**config.mk**
```make
export PLATFORM = sky130hd
export DESIGN_NAME = voice_jitter_buffer_top_flat
export DESIGN_NICKNAME = d
export VERILOG_FILES = /design/src/rtl/core/vjb_pkg.sv /design/src/rtl/core/vjb_ifs.sv /design/src/rtl/core/vjb_ram.sv /design/src/rtl/core/vjb_ctrl.sv /design/src/rtl/core/vjb_dp.sv /design/src/rtl/core/voice_jitter_buffer_top.sv /design/src/flat_wrapper.sv
export SDC_FILE = /design/constraint.sdc
export NUM_CORES = 1
export LEC_CHECK = 0
export ABC_AREA = 1
export BUFFER_PORTS_ARGS = -buffer_cell sky130_fd_sc_hd__buf_4
export CAP_MARGIN = 10
export CORE_MARGIN = 2
export CORE_UTILIZATION = 60
export DETAILED_ROUTE_END_ITERATION = 16
export GPL_TIMING_DRIVEN = 0
export PLACE_DENSITY = 0.78
export SYNTH_ARGS = -nofsm -noshare
export SYNTH_HDL_FRONTEND = slang
export SYNTH_SLANG_ARGS = --single-unit
export TNS_END_PERCENT = 100
```
**constraint.sdc**
```tcl
create_clock -name clk -period 4.77 [get_ports clk]
set_input_delay 0.7155 -clock clk [delete_from_list [all_inputs] [get_ports clk]]
set_output_delay 0.7155 -clock clk [all_outputs]
set_load 0.02 [all_outputs]
```
**src/rtl/core/vjb_pkg.sv**
```systemverilog
// Shared constants, codes and control types of the voice jitter buffer.
package vjb_pkg;

    localparam int CAPACITY_DEF    = 64;
    localparam int HANDLE_BITS_DEF = 16;

    localparam int SEQ_BITS        = 31;
    localparam int LAST_BITS       = 32;
    localparam int OFF_BITS        = 34;
    localparam int STATUS_BITS     = 2;
    localparam int SAT_BITS        = 16;
    localparam int FILL_BITS       = 7;
    localparam int EXCESS_BITS     = 32;
    localparam int MAX_FILL_BITS   = 7;
    localparam int CFG_INDEX_BITS  = 4;
    localparam int CFG_DATA_BITS   = 7;

    localparam logic [MAX_FILL_BITS-1:0] MAX_FILL_RESET = 7'd64;

    localparam logic [CFG_INDEX_BITS-1:0] REG_MAX_FILL = 4'd0;
    localparam logic [CFG_INDEX_BITS-1:0] REG_STRETCH  = 4'd1;

    localparam logic [STATUS_BITS-1:0] ST_APPENDED = 2'd0;
    localparam logic [STATUS_BITS-1:0] ST_REPAIRED = 2'd1;
    localparam logic [STATUS_BITS-1:0] ST_REJECTED = 2'd2;

    typedef struct packed {
        logic load;
        logic offs;
        logic classify;
        logic fin;
        logic drop;
        logic keep;
        logic pop;
        logic ptr;
        logic gap_wr;
        logic app_wr;
        logic tchk;
        logic walk_wr;
        logic fix_wr;
        logic out_load;
    } cmd_t;

    typedef struct packed {
        logic off_pos;
        logic fin_zero;
        logic g_zero;
        logic tgt_neg;
        logic stretch;
        logic walk_more;
        logic rd_valid;
        logic out_free;
    } sts_t;

endpackage

```
**src/rtl/core/vjb_ifs.sv**
```systemverilog
// Channel interfaces of the voice jitter buffer: packet input, result output, configuration.
interface vjb_pkt_if #(
    parameter int HANDLE_BITS = vjb_pkg::HANDLE_BITS_DEF
);
    logic                          valid;
    logic                          ready;
    logic [vjb_pkg::SEQ_BITS-1:0]  sequence_number;
    logic [HANDLE_BITS-1:0]        packet_handle;

    modport source (output valid, output sequence_number, output packet_handle, input ready);
    modport sink   (input valid, input sequence_number, input packet_handle, output ready);
endinterface

interface vjb_res_if;
    logic                             valid;
    logic                             ready;
    logic [vjb_pkg::STATUS_BITS-1:0]  status;
    logic [vjb_pkg::SAT_BITS-1:0]     gap_fills;
    logic [vjb_pkg::SAT_BITS-1:0]     dropped_now;
    logic [vjb_pkg::FILL_BITS-1:0]    fill_level;
    logic [vjb_pkg::EXCESS_BITS-1:0]  excess_total;

    modport source (output valid, output status, output gap_fills, output dropped_now,
                    output fill_level, output excess_total, input ready);
    modport sink   (input valid, input status, input gap_fills, input dropped_now,
                    input fill_level, input excess_total, output ready);
endinterface

interface vjb_cfg_if;
    logic                                valid;
    logic                                ready;
    logic [vjb_pkg::CFG_INDEX_BITS-1:0]  index;
    logic [vjb_pkg::CFG_DATA_BITS-1:0]   data;

    modport source (output valid, output index, output data, input ready);
    modport sink   (input valid, input index, input data, output ready);
endinterface

```
**src/rtl/core/vjb_ram.sv**
```systemverilog
// Generic simple dual-port RAM with registered read data.
module vjb_ram #(
    parameter int WIDTH = 18,
    parameter int DEPTH = 64
) (
    input  logic                     clk,
    input  logic                     we,
    input  logic [$clog2(DEPTH)-1:0] waddr,
    input  logic [WIDTH-1:0]         wdata,
    input  logic [$clog2(DEPTH)-1:0] raddr,
    output logic [WIDTH-1:0]         rdata
);

    logic [WIDTH-1:0] mem [DEPTH];
    logic [WIDTH-1:0] rdata_reg;

    always_ff @(posedge clk)
    begin
        if (we)
        begin
            mem[waddr] <= wdata;
        end
        rdata_reg <= mem[raddr];
    end

    assign rdata = rdata_reg;

endmodule

```
**src/rtl/core/vjb_ctrl.sv**
```systemverilog
// Sequencing state machine of the jitter buffer: append, gap fill, overflow pop and repair walk.
module vjb_ctrl (
    input  logic          clk,
    input  logic          rst_n,
    input  logic          in_valid,
    output logic          in_ready,
    input  vjb_pkg::sts_t sts,
    output vjb_pkg::cmd_t cmd
);

    localparam logic [3:0] S_IDLE  = 4'd0;
    localparam logic [3:0] S_OFFS  = 4'd1;
    localparam logic [3:0] S_CLASS = 4'd2;
    localparam logic [3:0] S_FIN   = 4'd3;
    localparam logic [3:0] S_DROP  = 4'd4;
    localparam logic [3:0] S_KEEP  = 4'd5;
    localparam logic [3:0] S_POP   = 4'd6;
    localparam logic [3:0] S_PTR   = 4'd7;
    localparam logic [3:0] S_GAP   = 4'd8;
    localparam logic [3:0] S_APP   = 4'd9;
    localparam logic [3:0] S_TCHK  = 4'd10;
    localparam logic [3:0] S_WRD   = 4'd11;
    localparam logic [3:0] S_WCHK  = 4'd12;
    localparam logic [3:0] S_FIX   = 4'd13;
    localparam logic [3:0] S_DONE  = 4'd14;

    logic [3:0] state_reg;
    logic [3:0] state_next;

    assign in_ready = (state_reg == S_IDLE);

    always_comb
    begin
        state_next = state_reg;
        cmd        = '0;
        unique case (state_reg)
            S_IDLE:
            begin
                if (in_valid)
                begin
                    cmd.load   = 1'b1;
                    state_next = S_OFFS;
                end
            end
            S_OFFS:
            begin
                cmd.offs   = 1'b1;
                state_next = S_CLASS;
            end
            S_CLASS:
            begin
                cmd.classify = 1'b1;
                state_next   = sts.off_pos ? S_FIN : S_TCHK;
            end
            S_FIN:
            begin
                cmd.fin    = 1'b1;
                state_next = S_DROP;
            end
            S_DROP:
            begin
                cmd.drop   = 1'b1;
                state_next = S_KEEP;
            end
            S_KEEP:
            begin
                cmd.keep   = 1'b1;
                state_next = sts.fin_zero ? S_DONE : S_POP;
            end
            S_POP:
            begin
                cmd.pop    = 1'b1;
                state_next = S_PTR;
            end
            S_PTR:
            begin
                cmd.ptr    = 1'b1;
                state_next = S_GAP;
            end
            S_GAP:
            begin
                if (sts.g_zero)
                begin
                    state_next = S_APP;
                end
                else
                begin
                    cmd.gap_wr = 1'b1;
                end
            end
            S_APP:
            begin
                cmd.app_wr = 1'b1;
                state_next = S_DONE;
            end
            S_TCHK:
            begin
                cmd.tchk = 1'b1;
                priority if (sts.tgt_neg)
                begin
                    state_next = S_DONE;
                end
                else if (sts.stretch)
                begin
                    state_next = S_WRD;
                end
                else
                begin
                    state_next = S_FIX;
                end
            end
            S_WRD:
            begin
                if (sts.walk_more)
                begin
                    state_next = S_WCHK;
                end
                else
                begin
                    state_next = S_FIX;
                end
            end
            S_WCHK:
            begin
                if (sts.rd_valid)
                begin
                    state_next = S_FIX;
                end
                else
                begin
                    cmd.walk_wr = 1'b1;
                    state_next  = S_WRD;
                end
            end
            S_FIX:
            begin
                cmd.fix_wr = 1'b1;
                state_next = S_DONE;
            end
            S_DONE:
            begin
                if (sts.out_free)
                begin
                    cmd.out_load = 1'b1;
                    state_next   = S_IDLE;
                end
            end
            default:
            begin
                state_next = S_IDLE;
            end
        endcase
    end

    always_ff @(posedge clk or negedge rst_n)
    begin
        if (!rst_n)
        begin
            state_reg <= S_IDLE;
        end
        else
        begin
            state_reg <= state_next;
        end
    end

endmodule

```
**src/rtl/core/vjb_dp.sv**
```systemverilog
// Datapath of the jitter buffer: ring pointers, sequence arithmetic, counters, entry store, result register.
module vjb_dp #(
    parameter int CAPACITY    = vjb_pkg::CAPACITY_DEF,
    parameter int HANDLE_BITS = vjb_pkg::HANDLE_BITS_DEF
) (
    input  logic                                 clk,
    input  logic                                 rst_n,
    input  vjb_pkg::cmd_t                        cmd,
    output vjb_pkg::sts_t                        sts,
    input  logic                                 cfg_we,
    input  logic [vjb_pkg::CFG_INDEX_BITS-1:0]   cfg_index,
    input  logic [vjb_pkg::CFG_DATA_BITS-1:0]    cfg_data,
    input  logic [vjb_pkg::SEQ_BITS-1:0]         seq_in,
    input  logic [HANDLE_BITS-1:0]               handle_in,
    input  logic                                 res_ready,
    output logic                                 res_valid,
    output logic [vjb_pkg::STATUS_BITS-1:0]      res_status,
    output logic [vjb_pkg::SAT_BITS-1:0]         res_gap_fills,
    output logic [vjb_pkg::SAT_BITS-1:0]         res_dropped_now,
    output logic [vjb_pkg::FILL_BITS-1:0]        res_fill_level,
    output logic [vjb_pkg::EXCESS_BITS-1:0]      res_excess_total
);

    localparam int IW  = $clog2(CAPACITY);
    localparam int CW  = $clog2(CAPACITY + 1);
    localparam int SW  = CW + 1;
    localparam int EW  = HANDLE_BITS + 2;
    localparam int OW  = vjb_pkg::OFF_BITS;
    localparam int LW  = vjb_pkg::LAST_BITS;
    localparam int XW  = vjb_pkg::EXCESS_BITS;
    localparam int MW  = vjb_pkg::MAX_FILL_BITS;
    localparam int SB  = vjb_pkg::SAT_BITS;

    localparam logic [EW-1:0] FILL_MASK = {1'b1, 1'b0, {HANDLE_BITS{1'b1}}};
    localparam logic [OW-1:0] SAT_MAX   = OW'((64'd1 << SB) - 64'd1);
    localparam logic [XW:0]   EXC_MAX   = {1'b0, {XW{1'b1}}};

    function automatic logic [IW-1:0] wrap_idx(input logic [SW-1:0] s);
        logic [SW-1:0] t;
        t = (s >= SW'(CAPACITY)) ? s - SW'(CAPACITY) : s;
        return t[IW-1:0];
    endfunction

    function automatic logic [SB-1:0] sat16(input logic [OW-1:0] v);
        return (v > SAT_MAX) ? {SB{1'b1}} : v[SB-1:0];
    endfunction

    // control state
    logic [MW-1:0]  max_fill_reg, max_fill_next;
    logic           stretch_reg, stretch_next;
    logic [IW-1:0]  head_reg, head_next;
    logic [CW-1:0]  count_reg, count_next;
    logic [LW-1:0]  last_reg, last_next;
    logic           primed_reg, primed_next;
    logic [XW-1:0]  excess_reg, excess_next;
    logic           out_valid_reg, out_valid_next;

    // payload
    logic [vjb_pkg::SEQ_BITS-1:0]    seq_reg, seq_next;
    logic [HANDLE_BITS-1:0]          handle_reg, handle_next;
    logic [OW-1:0]                   off_reg, off_next;
    logic [OW-1:0]                   total_reg, total_next;
    logic [OW-1:0]                   tgt_reg, tgt_next;
    logic [OW-1:0]                   drop_reg, drop_next;
    logic [CW-1:0]                   fin_reg, fin_next;
    logic [CW-1:0]                   g_reg, g_next;
    logic [CW-1:0]                   keep_reg, keep_next;
    logic [CW-1:0]                   idx_reg, idx_next;
    logic [IW-1:0]                   ptr_reg, ptr_next;
    logic [IW-1:0]                   tslot_reg, tslot_next;
    logic [EW-1:0]                   fill_reg, fill_next;
    logic [vjb_pkg::STATUS_BITS-1:0] status_reg, status_next;
    logic [SB-1:0]                   gaps_reg, gaps_next;
    logic [SB-1:0]                   dropn_reg, dropn_next;

    logic [vjb_pkg::STATUS_BITS-1:0] out_status_reg, out_status_next;
    logic [SB-1:0]                   out_gaps_reg, out_gaps_next;
    logic [SB-1:0]                   out_dropn_reg, out_dropn_next;
    logic [vjb_pkg::FILL_BITS-1:0]   out_fill_reg, out_fill_next;
    logic [XW-1:0]                   out_excess_reg, out_excess_next;

    // entry store
    logic          ram_we;
    logic [IW-1:0] ram_waddr;
    logic [EW-1:0] ram_wdata;
    logic [IW-1:0] ram_raddr;
    logic [EW-1:0] ram_rdata;

    logic [OW-1:0] limit;
    logic [XW:0]   excess_sum;
    logic [IW-1:0] newest_slot;
    logic [IW-1:0] tgt_slot;

    vjb_ram #(
        .WIDTH (EW),
        .DEPTH (CAPACITY)
    ) u_store (
        .clk   (clk),
        .we    (ram_we),
        .waddr (ram_waddr),
        .wdata (ram_wdata),
        .raddr (ram_raddr),
        .rdata (ram_rdata)
    );

    assign limit       = (OW'(max_fill_reg) > OW'(CAPACITY)) ? OW'(CAPACITY) : OW'(max_fill_reg);
    assign excess_sum  = {1'b0, excess_reg} + (XW + 1)'(drop_reg);
    assign newest_slot = wrap_idx(SW'(head_reg) + SW'(count_reg - CW'(1)));
    assign tgt_slot    = wrap_idx(SW'(head_reg) + SW'(tgt_reg[CW-1:0]));

    assign ram_we    = cmd.gap_wr | cmd.app_wr | cmd.walk_wr | cmd.fix_wr;
    assign ram_waddr = cmd.fix_wr ? tslot_reg : ptr_reg;
    assign ram_raddr = cmd.classify ? newest_slot : ptr_reg;

    always_comb
    begin
        priority if (cmd.gap_wr)
        begin
            ram_wdata = fill_reg;
        end
        else if (cmd.walk_wr)
        begin
            ram_wdata = {1'b1, 1'b0, handle_reg};
        end
        else
        begin
            ram_wdata = {1'b1, 1'b1, handle_reg};
        end
    end

    assign sts.off_pos   = !off_reg[OW-1] && (off_reg != '0);
    assign sts.fin_zero  = (fin_reg == '0);
    assign sts.g_zero    = (g_reg == '0);
    assign sts.tgt_neg   = tgt_reg[OW-1];
    assign sts.stretch   = stretch_reg;
    assign sts.walk_more = (SW'(idx_reg) + SW'(1)) < SW'(count_reg);
    assign sts.rd_valid  = ram_rdata[HANDLE_BITS];
    assign sts.out_free  = !out_valid_reg || res_ready;

    always_comb
    begin
        max_fill_next   = max_fill_reg;
        stretch_next    = stretch_reg;
        head_next       = head_reg;
        count_next      = count_reg;
        last_next       = last_reg;
        primed_next     = primed_reg;
        excess_next     = excess_reg;
        out_valid_next  = out_valid_reg;
        seq_next        = seq_reg;
        handle_next     = handle_reg;
        off_next        = off_reg;
        total_next      = total_reg;
        tgt_next        = tgt_reg;
        drop_next       = drop_reg;
        fin_next        = fin_reg;
        g_next          = g_reg;
        keep_next       = keep_reg;
        idx_next        = idx_reg;
        ptr_next        = ptr_reg;
        tslot_next      = tslot_reg;
        fill_next       = fill_reg;
        status_next     = status_reg;
        gaps_next       = gaps_reg;
        dropn_next      = dropn_reg;
        out_status_next = out_status_reg;
        out_gaps_next   = out_gaps_reg;
        out_dropn_next  = out_dropn_reg;
        out_fill_next   = out_fill_reg;
        out_excess_next = out_excess_reg;

        if (cfg_we)
        begin
            if (cfg_index == vjb_pkg::REG_MAX_FILL)
            begin
                max_fill_next = cfg_data[MW-1:0];
            end
            else if (cfg_index == vjb_pkg::REG_STRETCH)
            begin
                stretch_next = cfg_data[0];
            end
        end

        if (cmd.load)
        begin
            seq_next    = seq_in;
            handle_next = handle_in;
            if (!primed_reg)
            begin
                last_next   = LW'(seq_in) - LW'(1);
                primed_next = 1'b1;
            end
        end

        if (cmd.offs)
        begin
            off_next = OW'(seq_reg) - {{(OW - LW){last_reg[LW-1]}}, last_reg};
        end

        if (cmd.classify)
        begin
            total_next = OW'(count_reg) + off_reg;
            tgt_next   = OW'(count_reg) - OW'(1) + off_reg;
            if (sts.off_pos)
            begin
                last_next = LW'(seq_reg);
            end
        end

        if (cmd.fin)
        begin
            fin_next  = (total_reg > limit) ? CW'(limit) : CW'(total_reg);
            fill_next = (stretch_reg && (count_reg != '0)) ? (ram_rdata & FILL_MASK) : '0;
        end

        if (cmd.drop)
        begin
            drop_next = total_reg - OW'(fin_reg);
            g_next    = (off_reg < OW'(fin_reg)) ? CW'(off_reg - OW'(1)) : fin_reg - CW'(1);
        end

        if (cmd.keep)
        begin
            keep_next   = fin_reg - CW'(1) - g_reg;
            excess_next = (excess_sum > EXC_MAX) ? {XW{1'b1}} : excess_sum[XW-1:0];
            status_next = vjb_pkg::ST_APPENDED;
            gaps_next   = sat16(off_reg - OW'(1));
            dropn_next  = sat16(drop_reg);
            if (fin_reg == '0)
            begin
                head_next  = '0;
                count_next = '0;
            end
        end

        if (cmd.pop)
        begin
            if (count_reg > keep_reg)
            begin
                head_next  = wrap_idx(SW'(head_reg) + SW'(count_reg - keep_reg));
                count_next = keep_reg;
            end
        end

        if (cmd.ptr)
        begin
            ptr_next = wrap_idx(SW'(head_reg) + SW'(count_reg));
        end

        if (cmd.gap_wr)
        begin
            ptr_next   = wrap_idx(SW'(ptr_reg) + SW'(1));
            count_next = count_reg + CW'(1);
            g_next     = g_reg - CW'(1);
        end

        if (cmd.app_wr)
        begin
            count_next = count_reg + CW'(1);
        end

        if (cmd.tchk)
        begin
            status_next = tgt_reg[OW-1] ? vjb_pkg::ST_REJECTED : vjb_pkg::ST_REPAIRED;
            gaps_next   = '0;
            dropn_next  = '0;
            tslot_next  = tgt_slot;
            ptr_next    = tgt_slot;
            idx_next    = tgt_reg[CW-1:0];
        end

        if (cmd.walk_wr)
        begin
            ptr_next = wrap_idx(SW'(ptr_reg) + SW'(1));
            idx_next = idx_reg + CW'(1);
        end

        if (cmd.out_load)
        begin
            out_valid_next  = 1'b1;
            out_status_next = status_reg;
            out_gaps_next   = gaps_reg;
            out_dropn_next  = dropn_reg;
            out_fill_next   = vjb_pkg::FILL_BITS'(count_reg);
            out_excess_next = excess_reg;
        end
        else if (res_ready)
        begin
            out_valid_next = 1'b0;
        end
    end

    always_ff @(posedge clk or negedge rst_n)
    begin
        if (!rst_n)
        begin
            max_fill_reg  <= vjb_pkg::MAX_FILL_RESET;
            stretch_reg   <= 1'b0;
            head_reg      <= '0;
            count_reg     <= '0;
            last_reg      <= '0;
            primed_reg    <= 1'b0;
            excess_reg    <= '0;
            out_valid_reg <= 1'b0;
        end
        else
        begin
            max_fill_reg  <= max_fill_next;
            stretch_reg   <= stretch_next;
            head_reg      <= head_next;
            count_reg     <= count_next;
            last_reg      <= last_next;
            primed_reg    <= primed_next;
            excess_reg    <= excess_next;
            out_valid_reg <= out_valid_next;
        end
    end

    always_ff @(posedge clk)
    begin
        seq_reg        <= seq_next;
        handle_reg     <= handle_next;
        off_reg        <= off_next;
        total_reg      <= total_next;
        tgt_reg        <= tgt_next;
        drop_reg       <= drop_next;
        fin_reg        <= fin_next;
        g_reg          <= g_next;
        keep_reg       <= keep_next;
        idx_reg        <= idx_next;
        ptr_reg        <= ptr_next;
        tslot_reg      <= tslot_next;
        fill_reg       <= fill_next;
        status_reg     <= status_next;
        gaps_reg       <= gaps_next;
        dropn_reg      <= dropn_next;
        out_status_reg <= out_status_next;
        out_gaps_reg   <= out_gaps_next;
        out_dropn_reg  <= out_dropn_next;
        out_fill_reg   <= out_fill_next;
        out_excess_reg <= out_excess_next;
    end

    assign res_valid        = out_valid_reg;
    assign res_status       = out_status_reg;
    assign res_gap_fills    = out_gaps_reg;
    assign res_dropped_now  = out_dropn_reg;
    assign res_fill_level   = out_fill_reg;
    assign res_excess_total = out_excess_reg;

endmodule

```
**src/rtl/core/voice_jitter_buffer_top.sv**
```systemverilog
// Top level of the voice jitter buffer: controller, datapath and channel hookup.
//
//  channel | dir | word                                  | handshake
//  --------+-----+---------------------------------------+-------------------------
//  cfg     | in  | index, data (max_fill, stretch_enable)| valid/ready, ready held 1
//  pkt     | in  | sequence_number, packet_handle        | valid/ready
//  res     | out | status, gap_fills, dropped_now,       | valid/ready
//          |     | fill_level, excess_total              |
//
//  Append: g gap entries (at most CAPACITY - 1) are written ahead of the packet's entry,
//  one entry store write per cycle; an append under max_fill 0 writes no entry.
//  Repair: the target entry is rewritten; with stretch_enable, the walk first rewrites
//  the entries from the target towards the newest one and stops at a valid entry.
//  Rejected repair: no entry is written. Reset leaves the entry store as is; no clearing pass.
//  The result register holds one word; the next packet is taken while it waits,
//  and the block stalls at the end of that packet until the result is taken.
module voice_jitter_buffer_top #(
    parameter int CAPACITY    = vjb_pkg::CAPACITY_DEF,
    parameter int HANDLE_BITS = vjb_pkg::HANDLE_BITS_DEF
) (
    input logic      clk,
    input logic      rst_n,
    vjb_cfg_if.sink  cfg,
    vjb_pkt_if.sink  pkt,
    vjb_res_if.source res
);

    vjb_pkg::cmd_t cmd;
    vjb_pkg::sts_t sts;
    logic          in_ready;

    assign cfg.ready = 1'b1;
    assign pkt.ready = in_ready;

    vjb_ctrl u_ctrl (
        .clk      (clk),
        .rst_n    (rst_n),
        .in_valid (pkt.valid),
        .in_ready (in_ready),
        .sts      (sts),
        .cmd      (cmd)
    );

    vjb_dp #(
        .CAPACITY    (CAPACITY),
        .HANDLE_BITS (HANDLE_BITS)
    ) u_dp (
        .clk              (clk),
        .rst_n            (rst_n),
        .cmd              (cmd),
        .sts              (sts),
        .cfg_we           (cfg.valid),
        .cfg_index        (cfg.index),
        .cfg_data         (cfg.data),
        .seq_in           (pkt.sequence_number),
        .handle_in        (pkt.packet_handle),
        .res_ready        (res.ready),
        .res_valid        (res.valid),
        .res_status       (res.status),
        .res_gap_fills    (res.gap_fills),
        .res_dropped_now  (res.dropped_now),
        .res_fill_level   (res.fill_level),
        .res_excess_total (res.excess_total)
    );

endmodule

```
**src/flat_wrapper.sv**
```systemverilog
// flat-port wrapper written by rule: the top's interface ports become plain ports
module voice_jitter_buffer_top_flat 
#(
    parameter int CAPACITY    = vjb_pkg::CAPACITY_DEF,
    parameter int HANDLE_BITS = vjb_pkg::HANDLE_BITS_DEF
)
  (clk, rst_n, cfg_valid, cfg_index, cfg_data, cfg_ready, pkt_valid, pkt_sequence_number, pkt_packet_handle, pkt_ready, res_valid, res_status, res_gap_fills, res_dropped_now, res_fill_level, res_excess_total, res_ready);
  vjb_cfg_if cfg_i ();
  vjb_pkt_if #(.HANDLE_BITS(HANDLE_BITS)) pkt_i ();
  vjb_res_if res_i ();
  input logic clk;
  input logic rst_n;
  input wire logic [$bits(cfg_i.valid)-1:0] cfg_valid;
  input wire logic [$bits(cfg_i.index)-1:0] cfg_index;
  input wire logic [$bits(cfg_i.data)-1:0] cfg_data;
  output wire logic [$bits(cfg_i.ready)-1:0] cfg_ready;
  input wire logic [$bits(pkt_i.valid)-1:0] pkt_valid;
  input wire logic [$bits(pkt_i.sequence_number)-1:0] pkt_sequence_number;
  input wire logic [$bits(pkt_i.packet_handle)-1:0] pkt_packet_handle;
  output wire logic [$bits(pkt_i.ready)-1:0] pkt_ready;
  output wire logic [$bits(res_i.valid)-1:0] res_valid;
  output wire logic [$bits(res_i.status)-1:0] res_status;
  output wire logic [$bits(res_i.gap_fills)-1:0] res_gap_fills;
  output wire logic [$bits(res_i.dropped_now)-1:0] res_dropped_now;
  output wire logic [$bits(res_i.fill_level)-1:0] res_fill_level;
  output wire logic [$bits(res_i.excess_total)-1:0] res_excess_total;
  input wire logic [$bits(res_i.ready)-1:0] res_ready;
  assign cfg_i.valid = cfg_valid;
  assign cfg_i.index = cfg_index;
  assign cfg_i.data = cfg_data;
  assign cfg_ready = cfg_i.ready;
  assign pkt_i.valid = pkt_valid;
  assign pkt_i.sequence_number = pkt_sequence_number;
  assign pkt_i.packet_handle = pkt_packet_handle;
  assign pkt_ready = pkt_i.ready;
  assign res_valid = res_i.valid;
  assign res_status = res_i.status;
  assign res_gap_fills = res_i.gap_fills;
  assign res_dropped_now = res_i.dropped_now;
  assign res_fill_level = res_i.fill_level;
  assign res_excess_total = res_i.excess_total;
  assign res_i.ready = res_ready;
  voice_jitter_buffer_top #(.CAPACITY(CAPACITY), .HANDLE_BITS(HANDLE_BITS)) u_core (.clk(clk), .rst_n(rst_n), .cfg(cfg_i), .pkt(pkt_i), .res(res_i));
endmodule
```
# Word level (Yosys, flattened, before mapping)
# Memories as Yosys holds them, arrays and structs flattened. A register that Yosys moved wholly into a read port is not among the register bits.
# Index checks and enable logic that the tools add are counted.
# op_classes
n_shift,0
bitwise_logic,4
n_lt_le_gt_ge,13
n_reduce_logical,20
n_div,0
n_mul,0
n_addsub,26
muxes,72
eq_ne,18
# op_table
op,n
32-bit two-way mux,5
7-bit two-way mux,13
6-bit two-way mux,15
"34-bit by 16-bit > comparator with 1-bit output, second input constant",2
4-bit one-hot mux with 14 select lines,1
34-bit adder,1
7-bit by 34-bit adder with 34-bit output,1
34-bit by 7-bit > comparator with 1-bit output,1
34-bit by 7-bit less-than comparator with 1-bit output,1
34-bit nonzero test,1
"34-bit by 1-bit subtractor with 34-bit output, second input constant",1
34-bit by 7-bit subtractor with 34-bit output,1
32-bit by 33-bit adder with 33-bit output,1
"33-bit by 32-bit > comparator with 1-bit output, second input constant",1
32-bit by 32-bit subtractor with 33-bit output,1
"8-bit by 7-bit >= comparator with 1-bit output, second input constant",4
16-bit two-way mux,2
"31-bit by 1-bit subtractor with 32-bit output, second input constant",1
"6-bit by 1-bit subtractor with 6-bit output, second input constant",5
"4-bit == test, second input constant",7
4-bit two-way mux,6
1-bit two-way mux,23
18-bit two-way mux,1
17-bit two-way mux,1
33 further kinds,57
# totals
ramBits,1152
memories,1
mem_bits_ro,0
inputBits,63
regBits,439
latchBits,0
output_inout_bits,76
wordCells,185
# memory_table
name,words,word_bits,read_ports,rd_clocked_by_memory_dff,write_ports,line_no,text
u_core.u_dp.u_store.mem,64,18,1,1,1,vjb_ram.sv:14,logic [WIDTH-1:0] mem [DEPTH];

# Logic depth before layout (Yosys ltp)
# Gate-level depths: netlist of the first run.
# logic_depth
word_depth,8
ltp_mapped,17
mapped_depth_nobuf,15

# Cells and area by module
# A second synthesis of the first run with hierarchy kept.
# unflattened
cells_unflattened,6988
area_unflattened_um2,73136.4
# modules_own_cells
mod,area_per_inst_um2,cells_each,seq_area_each_um2,n_inst
vjb_ram,47425.5,3942,34953.5,1
vjb_dp,25219.2,2959,11467.2,1
vjb_ctrl,480.5,85,100.1,1
voice_jitter_buffer_top,11.3,2,0.0,1

# Least setup slack after synthesis of the first run
# No wires, ideal clock.
# synth_timing
path_kind,register to register
from,register u_core.u_ctrl.state_reg[0]
to,register u_core.u_dp.out_dropn_reg[0] (netlist: u_core.u_dp.res_dropped_now[0]) (enable)
t_arrival_ns,3.840
required_time_ns,4.265
synth_period_minus_slack_ns,4.346
slack_ns,0.424
stages_incl_launch_ff,6
setup_ns,0.505
path_buffers,0
path_cell_list,dfrtp_1 > inv_2 > nand2_1 > nor2_1 > inv_1 > nor2_1
# synth_rtl
element,line_no,text
start: declaration,vjb_ctrl.sv:27,logic [3:0] state_reg;
start signal: assignment,vjb_ctrl.sv:163,state_reg <= state_next;
end signal: assignment,vjb_dp.sv:339,out_dropn_reg <= out_dropn_next;
end: declaration,vjb_dp.sv:78,"logic [SB-1:0] out_dropn_reg, out_dropn_next;"

# Final worst setup path of the first run
# layout_timing
from,register u_core.u_dp.count_reg[2]
to,register u_core.u_dp.u_store.rdata_reg[16] (netlist: u_core.u_dp.u_store.rdata[16]) (read register of u_core.u_dp.u_store.mem)
# layout_via
elab_chain_cells,5
elab_cells_between_ends,6
cone_classes,3 x add/sub; 1 x order compare; 2 x mux
# layout_lines
element,line_no,text
start: declaration,vjb_dp.sv:52,"logic [CW-1:0] count_reg, count_next;"
start signal: assignment,vjb_dp.sv:311,count_reg <= count_next;
7-bit by 1-bit subtractor with 8-bit output (*),vjb_dp.sv:108,assign newest_slot = wrap_idx(SW'(head_reg) + SW'(count_reg - CW'(1)));
6-bit by 8-bit adder with 8-bit output (*),vjb_dp.sv:108,
8-bit by 7-bit >= comparator with 1-bit output / 6-bit by 1-bit subtractor with 6-bit output (equally long branches),vjb_dp.sv:40,t = (s >= SW'(CAPACITY)) ? s - SW'(CAPACITY) : s;
6-bit two-way mux (*),vjb_dp.sv:40,
6-bit two-way mux (*),vjb_dp.sv:113,assign ram_raddr = cmd.classify ? newest_slot : ptr_reg;
end: declaration,vjb_ram.sv:15,logic [WIDTH-1:0] rdata_reg;
# Every way passes the cells marked *; elsewhere a longest branch is shown, timed or not.
# A chain may end at the register's enable or synchronous reset.

==> impl_summary.txt, run 1 <==
----------------------------------------------------
[Cells and area]
  Commonest cells after routing, fill and taps aside ... sky130_fd_sc_hd__nand2_1, sky130_fd_sc_hd__nor2_1, sky130_fd_sc_hd__inv_1
  Most common cell after layout, fill and taps aside ... sky130_fd_sc_hd__nand2_1
  Layout cells sized above 1 ... 8.65%
  Synthesis-to-finish area growth ... 12.6%
  Fin nets ... 3671
  Max FFs per register ... 64
  Finished Cell Area ... 31000 um2

[Place]
  Total cell area at the placement stage ... 29300 um2
  Count of port buffers added during placement ... 121
  Final weighted congestion of routability-driven global placement ... 0.959
  HPWL after DPL ... 59600 um

[Clock tree]
  Number of buffers created by CTS ... 47
  Cell at the root of the clock tree ... sky130_fd_sc_hd__clkbuf_16
  Post-CTS setup buffers ... 0
  Sinks on the clock net ... 443
  Worst-skew pair later-pin latency ... 0.61 ns
  Maximum clock path buffer count ... 3
  Post-CTS Hold Buffers ... 0
  Clock transition at the register clock pins on the worst setup and hold paths after CTS ... 0.06 ns
  Resize count post-CTS ... 0
  TritonCTS clock tree ... yes
  CTS H-tree depth ... 2

[Routing]
  Post-route DRC ... 0
  Average wire per standard cell ... 18.9 um
  Antenna viol nets, final ... 0
  Final wirelength ... 76500 um
  Vias per std cell ... 5.70
  Number of vias in the routed layout ... 23100
  Detailed-router iteration count before antenna repair ... 9
  Iter 0 DRT Violations ... 2034

[Logic synthesis]
  Sequential share of the synthesized area ... 45.5%
  Synth area leaders ... sky130_fd_sc_hd__edfxtp_1, sky130_fd_sc_hd__nand2_1, sky130_fd_sc_hd__dfrtp_1
  Number of flip-flops and latches in the synthesized netlist ... 443
  Cell count after synthesis ... 3241
  FFs w/ async S/R, synth ... 20.5%
  Top_reg_cell synth ... sky130_fd_sc_hd__edfxtp_1
  Synthesized area divided by synthesized cell count ... 8.49 um2
  Cell area after synthesis ... 27500 um2
  Cell taking the most area after synthesis ... sky130_fd_sc_hd__edfxtp_1
  Number of enable flip-flop cells after synthesis ... 319
  Count of cell types in the netlist ... 56
  Area share of the largest cell type after synthesis ... 34.8%
  Total of warnings raised by yosys ... 0
  Number of nets in the synthesized netlist ... 3495

[Die]
  Standard-cell rows ... 78
  Die Y ... 218 um
  Boundary pin count ... 139
  Total die area ... 47600 um2
  Die X-Extent ... 218 um
  Initial Util ... 60.7%
  Area of the core ... 45300 um2

[Timing]
  Setup skew after layout ... 0.0265 ns
  Total count of hold-check failures in the final report ... 0
  RSZ-0062 raised after global routing ... no
  Max Slew Vio Count ... 0
  Transition time at the pin with the least slew margin ... 1.28 ns
  Post-layout minimum cycle time ... 3.67 ns
  Count of endpoints failing setup in the final report ... 0
  Worst Hold Slack ... 0.130 ns
  Slew margin rel. ... 13.7%
  Share of the clock period used by the worst path ... 77.0%
  Achievable Freq ... 272 MHz

[Pwr]
  Cell leakage power ... 13.4 nW
  Power density relative to cell area ... 653 nW/um2
  Max IR drop VDD ... 0.423 mV

[Global routing]
  Overflow left after global routing ... 0
  Total global-route track usage ... 32.3%
  Pin count of the biggest net entering global routing ... 55
  Number of antenna violations at the first check in global routing ... 2
  Vias in the first global route ... 22500
  First-pass GRT wire length ... 119000 um

[Worst setup path]
  Kind of launch point of the worst setup path ... flop
  Crit-path cells ... clkbuf_1, inv_1, ha_1, inv_1, fa_1, inv_1, o21ai_2, inv_1, nand3_1, nand3_1, nand3_1, nand3_1, nand2_1
  Reg2Reg Setup Slack ... 1.10 ns
  Library cell contributing the largest single delay on the critical path ... sky130_fd_sc_hd__dfrtp_1
  Worst Path Arrival ... 4.23 ns
  CP required ... 5.32 ns
  Capturing element type of the critical path ... flop
  Critical path peak fanout ... 9
  Max incr delay on CP ... 0.55 ns
  Kind of critical path ... flop to flop

[Min path]
  Worst hold path class ... input port to asynchronous set/reset pin

[Run]
  Max-cap violations ... 0

[Run status]
  Result of the run ... finished, final reports clean

----------------------------------------------------
critical path: cells and delay by family (launching register included):
| kind | cells | cell delay [ns] |
|---|---|---|
| compound gates | 1 | 0.44 |
| fa+ha+maj | 2 | 0.96 |
| buf+inv | 5 | 1.08 |
| flops | 1 | 0.55 |
| simple gates | 5 | 0.56 |
stage by stage:
stage	worst slack (ns)	utilization (%)	power (mW)	TNS [ns]	cells
2_1_floorplan	0.424	-	13.4	0	3241
3_3_place_gp	-0.931	64.4	15.9	-66.81	3962
3_5_place_dp	1.20	64.7	16.2	0	3968
4_1_cts	1.16	68.4	20.1	0	4056
5_1_grt	0.924	68.4	21.7	0	4058
6_report	1.10	68.4	20.2	0	4058
power breakdown:
part / internal, mW / total [mW] / switching, mW / leakage (nW)
sequential: 5.70 / 6.59 / 0.881 / 4.20
clock: 2.31 / 3.88 / 1.56 / 0.784
combinational: 3.39 / 9.76 / 6.38 / 8.40
total: 11.4 / 20.2 / 8.82 / 13.4
logic make-up after synthesis:
logic type / synth area share [%]
AOI/OAI and AO/OA: 9.65
adders and majority gates: 9.07
other: 0.0136
buffers and inverters: 6.87
DFF: 45.5
and+or+nand+nor: 22.6
muxes: 0.205
xor gates and xnor gates: 6.05
worst paths after layout:
kind | startpoint | endpoint | depth (start not counted)
max | u_core.u_dp.count_reg[2] | u_core.u_dp.u_store.rdata[16] | 13
min | rst_n | u_core.u_dp.last_reg[30] | 1
max reg2reg | u_core.u_dp.count_reg[2] | u_core.u_dp.u_store.rdata[16] | 13
min reg2reg | u_core.u_dp.dropn_reg[12] | u_core.u_dp.res_dropped_now[12] | 0
max in group asynchronous | rst_n | u_core.u_dp.max_fill_reg[6] | 2
min in group clk | pkt_sequence_number[1] | u_core.u_dp.seq_reg[1] | 1
per-layer routing:
| metal | GRT usage (%) | routed length (um) | up-vias |
|---|---|---|---|
| met2 | 57.3 | 38300 | 865 |
| met4 | 14.8 | 3390 | 0 |
| met1 | 39.4 | 30200 | 10900 |
| met3 | 3.77 | 4650 | 186 |
| li1 | - | - | 11200 |
| met5 | 0 | 0 | - |
area by class of cell:
type                            count  area (um2)
Inverter                          420        1580
Sequential cell                   443       12500
Multi-Input combinational cell   2319       13100
Buffer                             59         313
Tap cell                          600         751
Clock buffer                       70        1360
Antenna cell                        2        5.00
Clock inverter                     18         270
Fill cell                        3702       14300
Timing Repair Buffer              127        1030
Yosys cell counts (8+ instances only):
cell type,instances
sky130_fd_sc_hd__a21o_1,18
sky130_fd_sc_hd__nor2_2,10
sky130_fd_sc_hd__nand2_1,627
sky130_fd_sc_hd__nor2_1,455
sky130_fd_sc_hd__nor4_1,29
sky130_fd_sc_hd__fa_1,14
sky130_fd_sc_hd__clkbuf_1,29
sky130_fd_sc_hd__nand4_1,37
sky130_fd_sc_hd__nand3_1,190
sky130_fd_sc_hd__a21oi_1,194
sky130_fd_sc_hd__buf_2,16
sky130_fd_sc_hd__nand3_2,12
sky130_fd_sc_hd__o21ai_0,185
sky130_fd_sc_hd__a31oi_1,12
sky130_fd_sc_hd__o211ai_1,22
sky130_fd_sc_hd__xnor2_1,57
sky130_fd_sc_hd__ha_1,177
sky130_fd_sc_hd__xor2_1,133
sky130_fd_sc_hd__edfxtp_1,319
sky130_fd_sc_hd__inv_1,406
sky130_fd_sc_hd__nand3b_1,8
sky130_fd_sc_hd__dfrtp_1,90
sky130_fd_sc_hd__nor3_1,51
sky130_fd_sc_hd__nor2_4,10
sky130_fd_sc_hd__dfxtp_1,33
sky130_fd_sc_hd__o21bai_1,13
sky130_fd_sc_hd__inv_2,9
No activity file was read; power rests on OpenSTA's default activity.
==> inputs of run 2 (changes only) <==
==> constraint.sdc (replaced) <==
create_clock -name clk -period 3.8 [get_ports clk]
set_input_delay 0.57 -clock clk [delete_from_list [all_inputs] [get_ports clk]]
set_output_delay 0.57 -clock clk [all_outputs]
set_load 0.02 [all_outputs]
==> impl_summary.txt, run 2 (synthesis gave the netlist of run 1 again) <==
----------------------------------------------------
[Clock tree]
  Clock transition at the register clock pins on the worst setup and hold paths after CTS ... 0.06 ns (about the same)
  Maximum clock path buffer count ... 3 (unchanged)
  TritonCTS clock tree ... yes
  CTS H-tree depth ... 2 (unchanged)
  Sinks on the clock net ... 443 (unchanged)
  Number of buffers created by CTS ... 47 (unchanged)
  Cell at the root of the clock tree ... sky130_fd_sc_hd__clkbuf_16
  Worst-skew pair later-pin latency ... 0.59 ns (-0.02 ns)

[Cells and area]
  Non-Filler Instances ... 4060 (+0.049%)
  Finished Cell Area ... 31000 um2 (about the same)
  Commonest cells after routing, fill and taps aside ... sky130_fd_sc_hd__nand2_1, sky130_fd_sc_hd__nor2_1, sky130_fd_sc_hd__inv_1
  Fin nets ... 3673 (+0.054%)
  Most common cell after layout, fill and taps aside ... sky130_fd_sc_hd__nand2_1
  Synthesis-to-finish area growth ... 12.7% (about the same)
  Layout cells sized above 1 ... 8.82% (+0.17 points)
  Max FFs per register ... 64 (unchanged)

[Die]
  Standard-cell rows ... 78 (unchanged)
  Die Y ... 218 um (unchanged)
  Boundary pin count ... 139 (unchanged)
  Die X-Extent ... 218 um (unchanged)
  Initial Util ... 60.7% (unchanged)
  Total die area ... 47600 um2 (unchanged)
  Area of the core ... 45300 um2 (unchanged)

[Pwr]
  Part of the power in the clock network ... 19.1% (about the same)
  Combinational group share of total power ... 48.3% (about the same)
  Net switching power ... 11.1 mW (+25%)
  Total Power Consumption ... 25.4 mW (+25%)
  Sequential share of power ... 32.6% (about the same)
  Cell leakage power ... 13.4 nW (+0.24%)
  Internal portion of total power ... 14.3 mW (+26%)
  Max IR drop VDD ... 0.622 mV (+47%)
  Power density relative to cell area ... 819 nW/um2 (+25%)
  Switching share of power ... 43.6% (about the same)

[Min path]
  Endpoint with the worst hold slack ... u_core.u_dp.res_valid
  Worst Hold Depth ... 2
  Source of the worst hold timing path ... res_ready
  Worst hold path class ... input port to flop

[Timing]
  Total count of hold-check failures in the final report ... 0 (unchanged)
  RSZ-0062 raised after global routing ... no
  Final sum of negative setup slack ... 0 ns (unchanged)
  Max Slew Vio Count ... 0 (unchanged)
  Post-layout minimum cycle time ... 3.60 ns (-0.0730 ns)
  Setup skew after layout ... 0.0148 ns (-0.0117 ns)
  Slew margin rel. ... 22.1% (+8.4 points)
  Share of the clock period used by the worst path ... 94.8% (+18 points)
  Achievable Freq ... 278 MHz (+2.0%)
  Worst Hold Slack ... 0.166 ns (+0.0360 ns)
  Transition time at the pin with the least slew margin ... 1.17 ns (-0.117 ns)
  Count of endpoints failing setup in the final report ... 0 (unchanged)

[Worst setup path]
  Kind of launch point of the worst setup path ... flop
  CP startpoint ... u_core.u_dp.count_reg[2]
  Reg-to-reg startpoint ... u_core.u_dp.count_reg[2]
  Reg-to-reg critical path endpoint ... u_core.u_dp.u_store.rdata[16]
  Reg2Reg Setup Slack ... 0.20 ns (-0.90 ns)
  CP required ... 4.32 ns (-1.00 ns)
  Worst Path Arrival ... 4.13 ns (-0.10 ns)
  Worst R2R Path Depth ... 13 (unchanged)
  Capturing element type of the critical path ... flop
  Critical path peak fanout ... 9 (unchanged)
  Kind of critical path ... flop to flop

[Place]
  Total cell area at the placement stage ... 29300 um2 (unchanged)
  Final weighted congestion of routability-driven global placement ... 0.962 (+0.30%)
  Count of port buffers added during placement ... 121 (unchanged)
  HPWL after DPL ... 59100 um (-0.93%)
  Number of instances in the placed design ... 3968 (unchanged)

[Routing]
  Iter 0 DRT Violations ... 2130 (+4.7%)
  Vias per std cell ... 5.73 (+0.54%)
  Antenna viol nets, final ... 0 (unchanged)
  Detailed-router iteration count before antenna repair ... 6 (-3)
  Final wirelength ... 75800 um (-1.0%)
  Number of vias in the routed layout ... 23200 (+0.59%)
  Post-route DRC ... 0 (unchanged)
  Average wire per standard cell ... 18.7 um (-1.1%)

[Run]
  Max-cap violations ... 0 (unchanged)

[Global routing]
  First-pass GRT wire length ... 119000 um (-0.28%)
  Number of antenna violations at the first check in global routing ... 2 (unchanged)
  Total global-route track usage ... 32.0% (-0.34 points)
  Overflow left after global routing ... 0 (unchanged)
  Vias in the first global route ... 22800 (+1.2%)
  Pin count of the biggest net entering global routing ... 55 (unchanged)

[Run status]
  Result of the run ... finished, final reports clean

----------------------------------------------------
[run 2: layout make-up]
type / count / area (um2)
flip-flops and latches: 443 / 12500
diodes: 2 / 5.00
clock buffers: 66 / 1350
multi-input cells: 2319 / 13100
well taps: 600 / 751
plain buffers: 59 / 313
clock inverters: 22 / 290
repair buffers: 129 / 1050
inverters: 420 / 1580
fillers: 3709 / 14300
[run 2: power by group through the flow]
stage / registers (mW) / logic (mW) / clock network (mW)
finish: 8.27 / 12.3 / 4.85
detailed placement: 8.30 / 12.0 / 0
CTS: 8.22 / 12.1 / 4.89
floorplan: 7.99 / 8.79 / 0
global placement: 8.29 / 11.6 / 0
global route: 8.38 / 13.7 / 5.06
[run 2: routing by layer]
layer	up-vias	global-route usage, %	part of all wire (%)
li1	11200	-	-
met1	10900	38.5	39
met2	927	56.7	50
met3	224	3.96	5.7
met4	0	15.6	4.7
met5	-	0	0
[run 2: worst max-delay path by stage]
stage / to / slack [ns] / cells past startpoint
3_3_place_gp: u_core.u_dp.u_store.mem[33][16] / -0.68 / 5
2_1_floorplan: u_core.u_dp.ptr_reg[2] / 0.59 / 6
6_report: u_core.u_dp.u_store.rdata[16] / 0.20 / 13
4_1_cts: u_core.u_dp.tgt_reg[33] / 0.29 / 12
5_1_grt: u_core.u_dp.u_store.rdata[16] / 0.02 / 13
3_5_place_dp: u_core.u_dp.tgt_reg[33] / 0.34 / 12
[run 2: metrics by stage]
| step | utilization (%) | setup WS [ns] |
|---|---|---|
| 3_5_place_dp | 64.7 | 0.337 |
| 4_1_cts | 68.4 | 0.285 |
| 5_1_grt | 68.4 | 0.0224 |
| 2_1_floorplan | - | 0.590 |
| 6_report | 68.4 | 0.199 |
| 3_3_place_gp | 64.4 | -0.675 |
[run 2: timing repair]
action                     CTS  global route
gates resized for setup      0             1
setup endpoints to repair    0             1
setup buffers                0             0
hold endpoints to repair     5             0
hold buffers                 1             0
[run 2: critical path: stages (launching register included)]
cell and delay, ns:
sky130_fd_sc_hd__dfrtp_1 0.56, sky130_fd_sc_hd__clkbuf_1 0.39, sky130_fd_sc_hd__inv_1 0.24, sky130_fd_sc_hd__ha_1 0.40, sky130_fd_sc_hd__inv_1 0.12, sky130_fd_sc_hd__fa_1 0.57, sky130_fd_sc_hd__inv_1 0.05, sky130_fd_sc_hd__o21ai_2 0.38
sky130_fd_sc_hd__inv_1 0.26, sky130_fd_sc_hd__o211ai_1 0.18, sky130_fd_sc_hd__nand3_1 0.10, sky130_fd_sc_hd__nand3_1 0.10, sky130_fd_sc_hd__nand3_1 0.07, sky130_fd_sc_hd__nand2_1 0.10
==> inputs of run 3 (changes only) <==
--- a/config.mk
+++ b/config.mk
@@ -11,7 +11,6 @@
 export CORE_MARGIN = 2
 export CORE_UTILIZATION = 60
 export DETAILED_ROUTE_END_ITERATION = 16
-export GPL_TIMING_DRIVEN = 0
 export PLACE_DENSITY = 0.78
 export SYNTH_ARGS = -nofsm -noshare
 export SYNTH_HDL_FRONTEND = slang
==> impl_summary.txt, run 3 (synthesis gave the netlist of run 1 again) <==
----------------------------------------------------
[Pwr]
  Combinational group share of total power ... 47.9% (-0.4 points)
  Total Power Consumption ... 25.3 mW (-0.41%)
  Power density relative to cell area ... 820 nW/um2 (+0.14%)
  Max IR drop VDD ... 0.502 mV (-19%)
  Cell leakage power ... 13.3 nW (-0.57%)
  Part of the power in the clock network ... 19.4% (+0.3 points)
  Internal portion of total power ... 14.3 mW (-0.19%)
  Net switching power ... 11.0 mW (-0.69%)
  Switching share of power ... 43.5% (-0.12 points)
  Sequential share of power ... 32.8% (+0.2 points)

[Timing]
  Final sum of negative setup slack ... 0 ns (unchanged)
  Max Slew Vio Count ... 0 (unchanged)
  RSZ-0062 raised after global routing ... no
  Transition time at the pin with the least slew margin ... 1.21 ns (+0.0398 ns)
  Count of endpoints failing setup in the final report ... 0 (unchanged)
  Setup skew after layout ... 0.0483 ns (+0.0334 ns)
  Total count of hold-check failures in the final report ... 0 (unchanged)
  Share of the clock period used by the worst path ... 86.7% (-8.0 points)
  Slew margin rel. ... 18.6% (-3.4 points)
  Post-layout minimum cycle time ... 3.30 ns (-0.306 ns)
  Achievable Freq ... 303 MHz (+9.3%)

[Cells and area]
  Finished Core Util ... 68.1% (-0.38 points)
  Commonest cells after routing, fill and taps aside ... sky130_fd_sc_hd__nand2_1, sky130_fd_sc_hd__nor2_1, sky130_fd_sc_hd__inv_1
  Ant. Diodes ... 0 (-2)
  Non-Filler Instances ... 4019 (-1.0%)
  Synthesis-to-finish area growth ... 12.1%
  Max FFs per register ... 64 (unchanged)
  Fin nets ... 3634 (-1.1%)
  Most common cell after layout, fill and taps aside ... sky130_fd_sc_hd__nand2_1
  Layout cells sized above 1 ... 8.80% (-0.016 points)

[Place]
  Count of port buffers added during placement ... 121 (unchanged)
  Final weighted congestion of routability-driven global placement ... 0.938 (-2.5%)
  Number of instances in the placed design ... 3931 (-0.93%)
  HPWL after DPL ... 54300 um (-8.1%)

[Global routing]
  Pin count of the biggest net entering global routing ... 84 (+53%)
  Total global-route track usage ... 30.4% (-1.5 points)
  Number of antenna violations at the first check in global routing ... 0 (-2)
  Overflow left after global routing ... 0 (unchanged)
  Vias in the first global route ... 22400 (-1.8%)
  First-pass GRT wire length ... 115000 um (-3.5%)

[Die]
  Die X-Extent ... 218 um (unchanged)
  Die Y ... 218 um (unchanged)
  Standard-cell rows ... 78 (unchanged)
  Area of the core ... 45300 um2 (unchanged)
  Boundary pin count ... 139 (unchanged)
  Initial Util ... 60.7% (unchanged)
  Total die area ... 47600 um2 (unchanged)

[Clock tree]
  Post-CTS Hold Buffers ... 0 (-1)
  Clock transition at the register clock pins on the worst setup and hold paths after CTS ... 0.07 ns (about the same)
  Maximum clock path buffer count ... 3 (unchanged)
  TritonCTS clock tree ... yes
  Post-CTS setup buffers ... 0 (unchanged)
  Sinks on the clock net ... 443 (unchanged)
  CTS H-tree depth ... 2 (unchanged)
  Number of buffers created by CTS ... 47 (unchanged)
  Worst-skew pair later-pin latency ... 0.61 ns (+0.02 ns)
  Resize count post-CTS ... 0 (unchanged)
  Cell at the root of the clock tree ... sky130_fd_sc_hd__clkbuf_16

[Run]
  Max-cap violations ... 0 (unchanged)

[Worst setup path]
  Kind of critical path ... flop to flop
  Reg-to-reg startpoint ... u_core.u_dp.count_reg[1]
  Library cell contributing the largest single delay on the critical path ... sky130_fd_sc_hd__dfrtp_1
  Reg-to-reg critical path endpoint ... u_core.u_dp.u_store.rdata[16]
  Worst R2R Path Depth ... 13 (unchanged)
  Buffers and inverters on the worst path ... 4 (-1)
  Gate family responsible for the most delay along the worst path ... adder cells
  Crit-path cells ... inv_1, ha_1, inv_1, ha_1, fa_1, inv_1, o21ai_2, inv_1, nand3_1, nand3_1, nand3_1, nand3_1, nand2_1
  Worst Path Arrival ... 3.85 ns (-0.28 ns)
  Kind of launch point of the worst setup path ... flop
  Critical path peak fanout ... 9 (unchanged)
  Max incr delay on CP ... 0.54 ns (-0.03 ns)
  Capturing element type of the critical path ... flop
  Reg2Reg Setup Slack ... 0.50 ns (+0.31 ns)
  CP required ... 4.36 ns (+0.04 ns)

[Routing]
  Antenna viol nets, final ... 0 (unchanged)
  Vias per std cell ... 5.74 (+0.31%)
  Post-route DRC ... 0 (unchanged)
  Iter 0 DRT Violations ... 1959 (-8.0%)
  Number of vias in the routed layout ... 23100 (-0.71%)
  Final wirelength ... 72400 um (-4.5%)
  Detailed-router iteration count before antenna repair ... 6 (unchanged)
  Average wire per standard cell ... 18.0 um (-3.5%)

[Min path]
  Worst hold path class ... input port to asynchronous set/reset pin

[Run status]
  Result of the run ... finished, final reports clean

----------------------------------------------------
run 3: cell types whose count changed in the layout (fill, tap and decap cells not counted), moves of 4 or more:
cell / before / now
sky130_fd_sc_hd__buf_2: 16 / 0
sky130_fd_sc_hd__buf_4: 126 / 144
sky130_fd_sc_hd__buf_6: 8 / 0
sky130_fd_sc_hd__clkbuf_1: 40 / 9
sky130_fd_sc_hd__nor2_2: 10 / 14
run 3: per-layer routing:
metal  track usage [%]  up-vias  routed length, um
met5                 0        -                  0
met4              12.9        0               2800
met3              3.42      187               4320
met2              52.8      843              35500
met1              38.7    10900              29700
li1                  -    11100                  -
run 3: metrics by stage:
step                setup slack (ns)  hold slack [ns]  instance area (um2)
detailed placement             0.590            0.406                29100
global route                   0.300            0.135                30800
finish                         0.504            0.120                30800
CTS                            0.588            0.124                30800
floorplan                      0.590            0.274                27500
global placement               0.575            0.406                29100
run 3: how the worst max path moves through the flow:
stage / startpoint / endpoint / cells past startpoint
after global placement: u_core.u_dp.count_reg[1] / u_core.u_dp.u_store.rdata[16] / 13
after global routing: u_core.u_dp.count_reg[1] / u_core.u_dp.u_store.rdata[16] / 13
after CTS: u_core.u_dp.count_reg[1] / u_core.u_dp.u_store.rdata[16] / 13
final: u_core.u_dp.count_reg[1] / u_core.u_dp.u_store.rdata[16] / 13
after floorplan: u_core.u_dp.g_reg[3] / u_core.u_dp.ptr_reg[2] / 6
after detailed placement: u_core.u_dp.count_reg[1] / u_core.u_dp.u_store.rdata[16] / 13
run 3: final cells by class:
cell class,instances,area [um2]
Inverter,420,1580
Sequential cell,443,12500
Tap cell,600,751
Clock buffer,65,1360
Fill cell,3668,14500
Multi-Input combinational cell,2319,13100
Clock inverter,23,314
Timing Repair Buffer,149,1180
run 3: power groups by stage:
| stage | clock (mW) | sequential, mW | combinational, mW |
|---|---|---|---|
| 2_1_floorplan | 0 | 7.99 | 8.79 |
| 3_3_place_gp | 0 | 8.27 | 11.4 |
| 3_5_place_dp | 0 | 8.31 | 11.7 |
| 4_1_cts | 4.93 | 8.23 | 11.9 |
| 5_1_grt | 5.11 | 8.41 | 13.5 |
| 6_report | 4.89 | 8.28 | 12.1 |
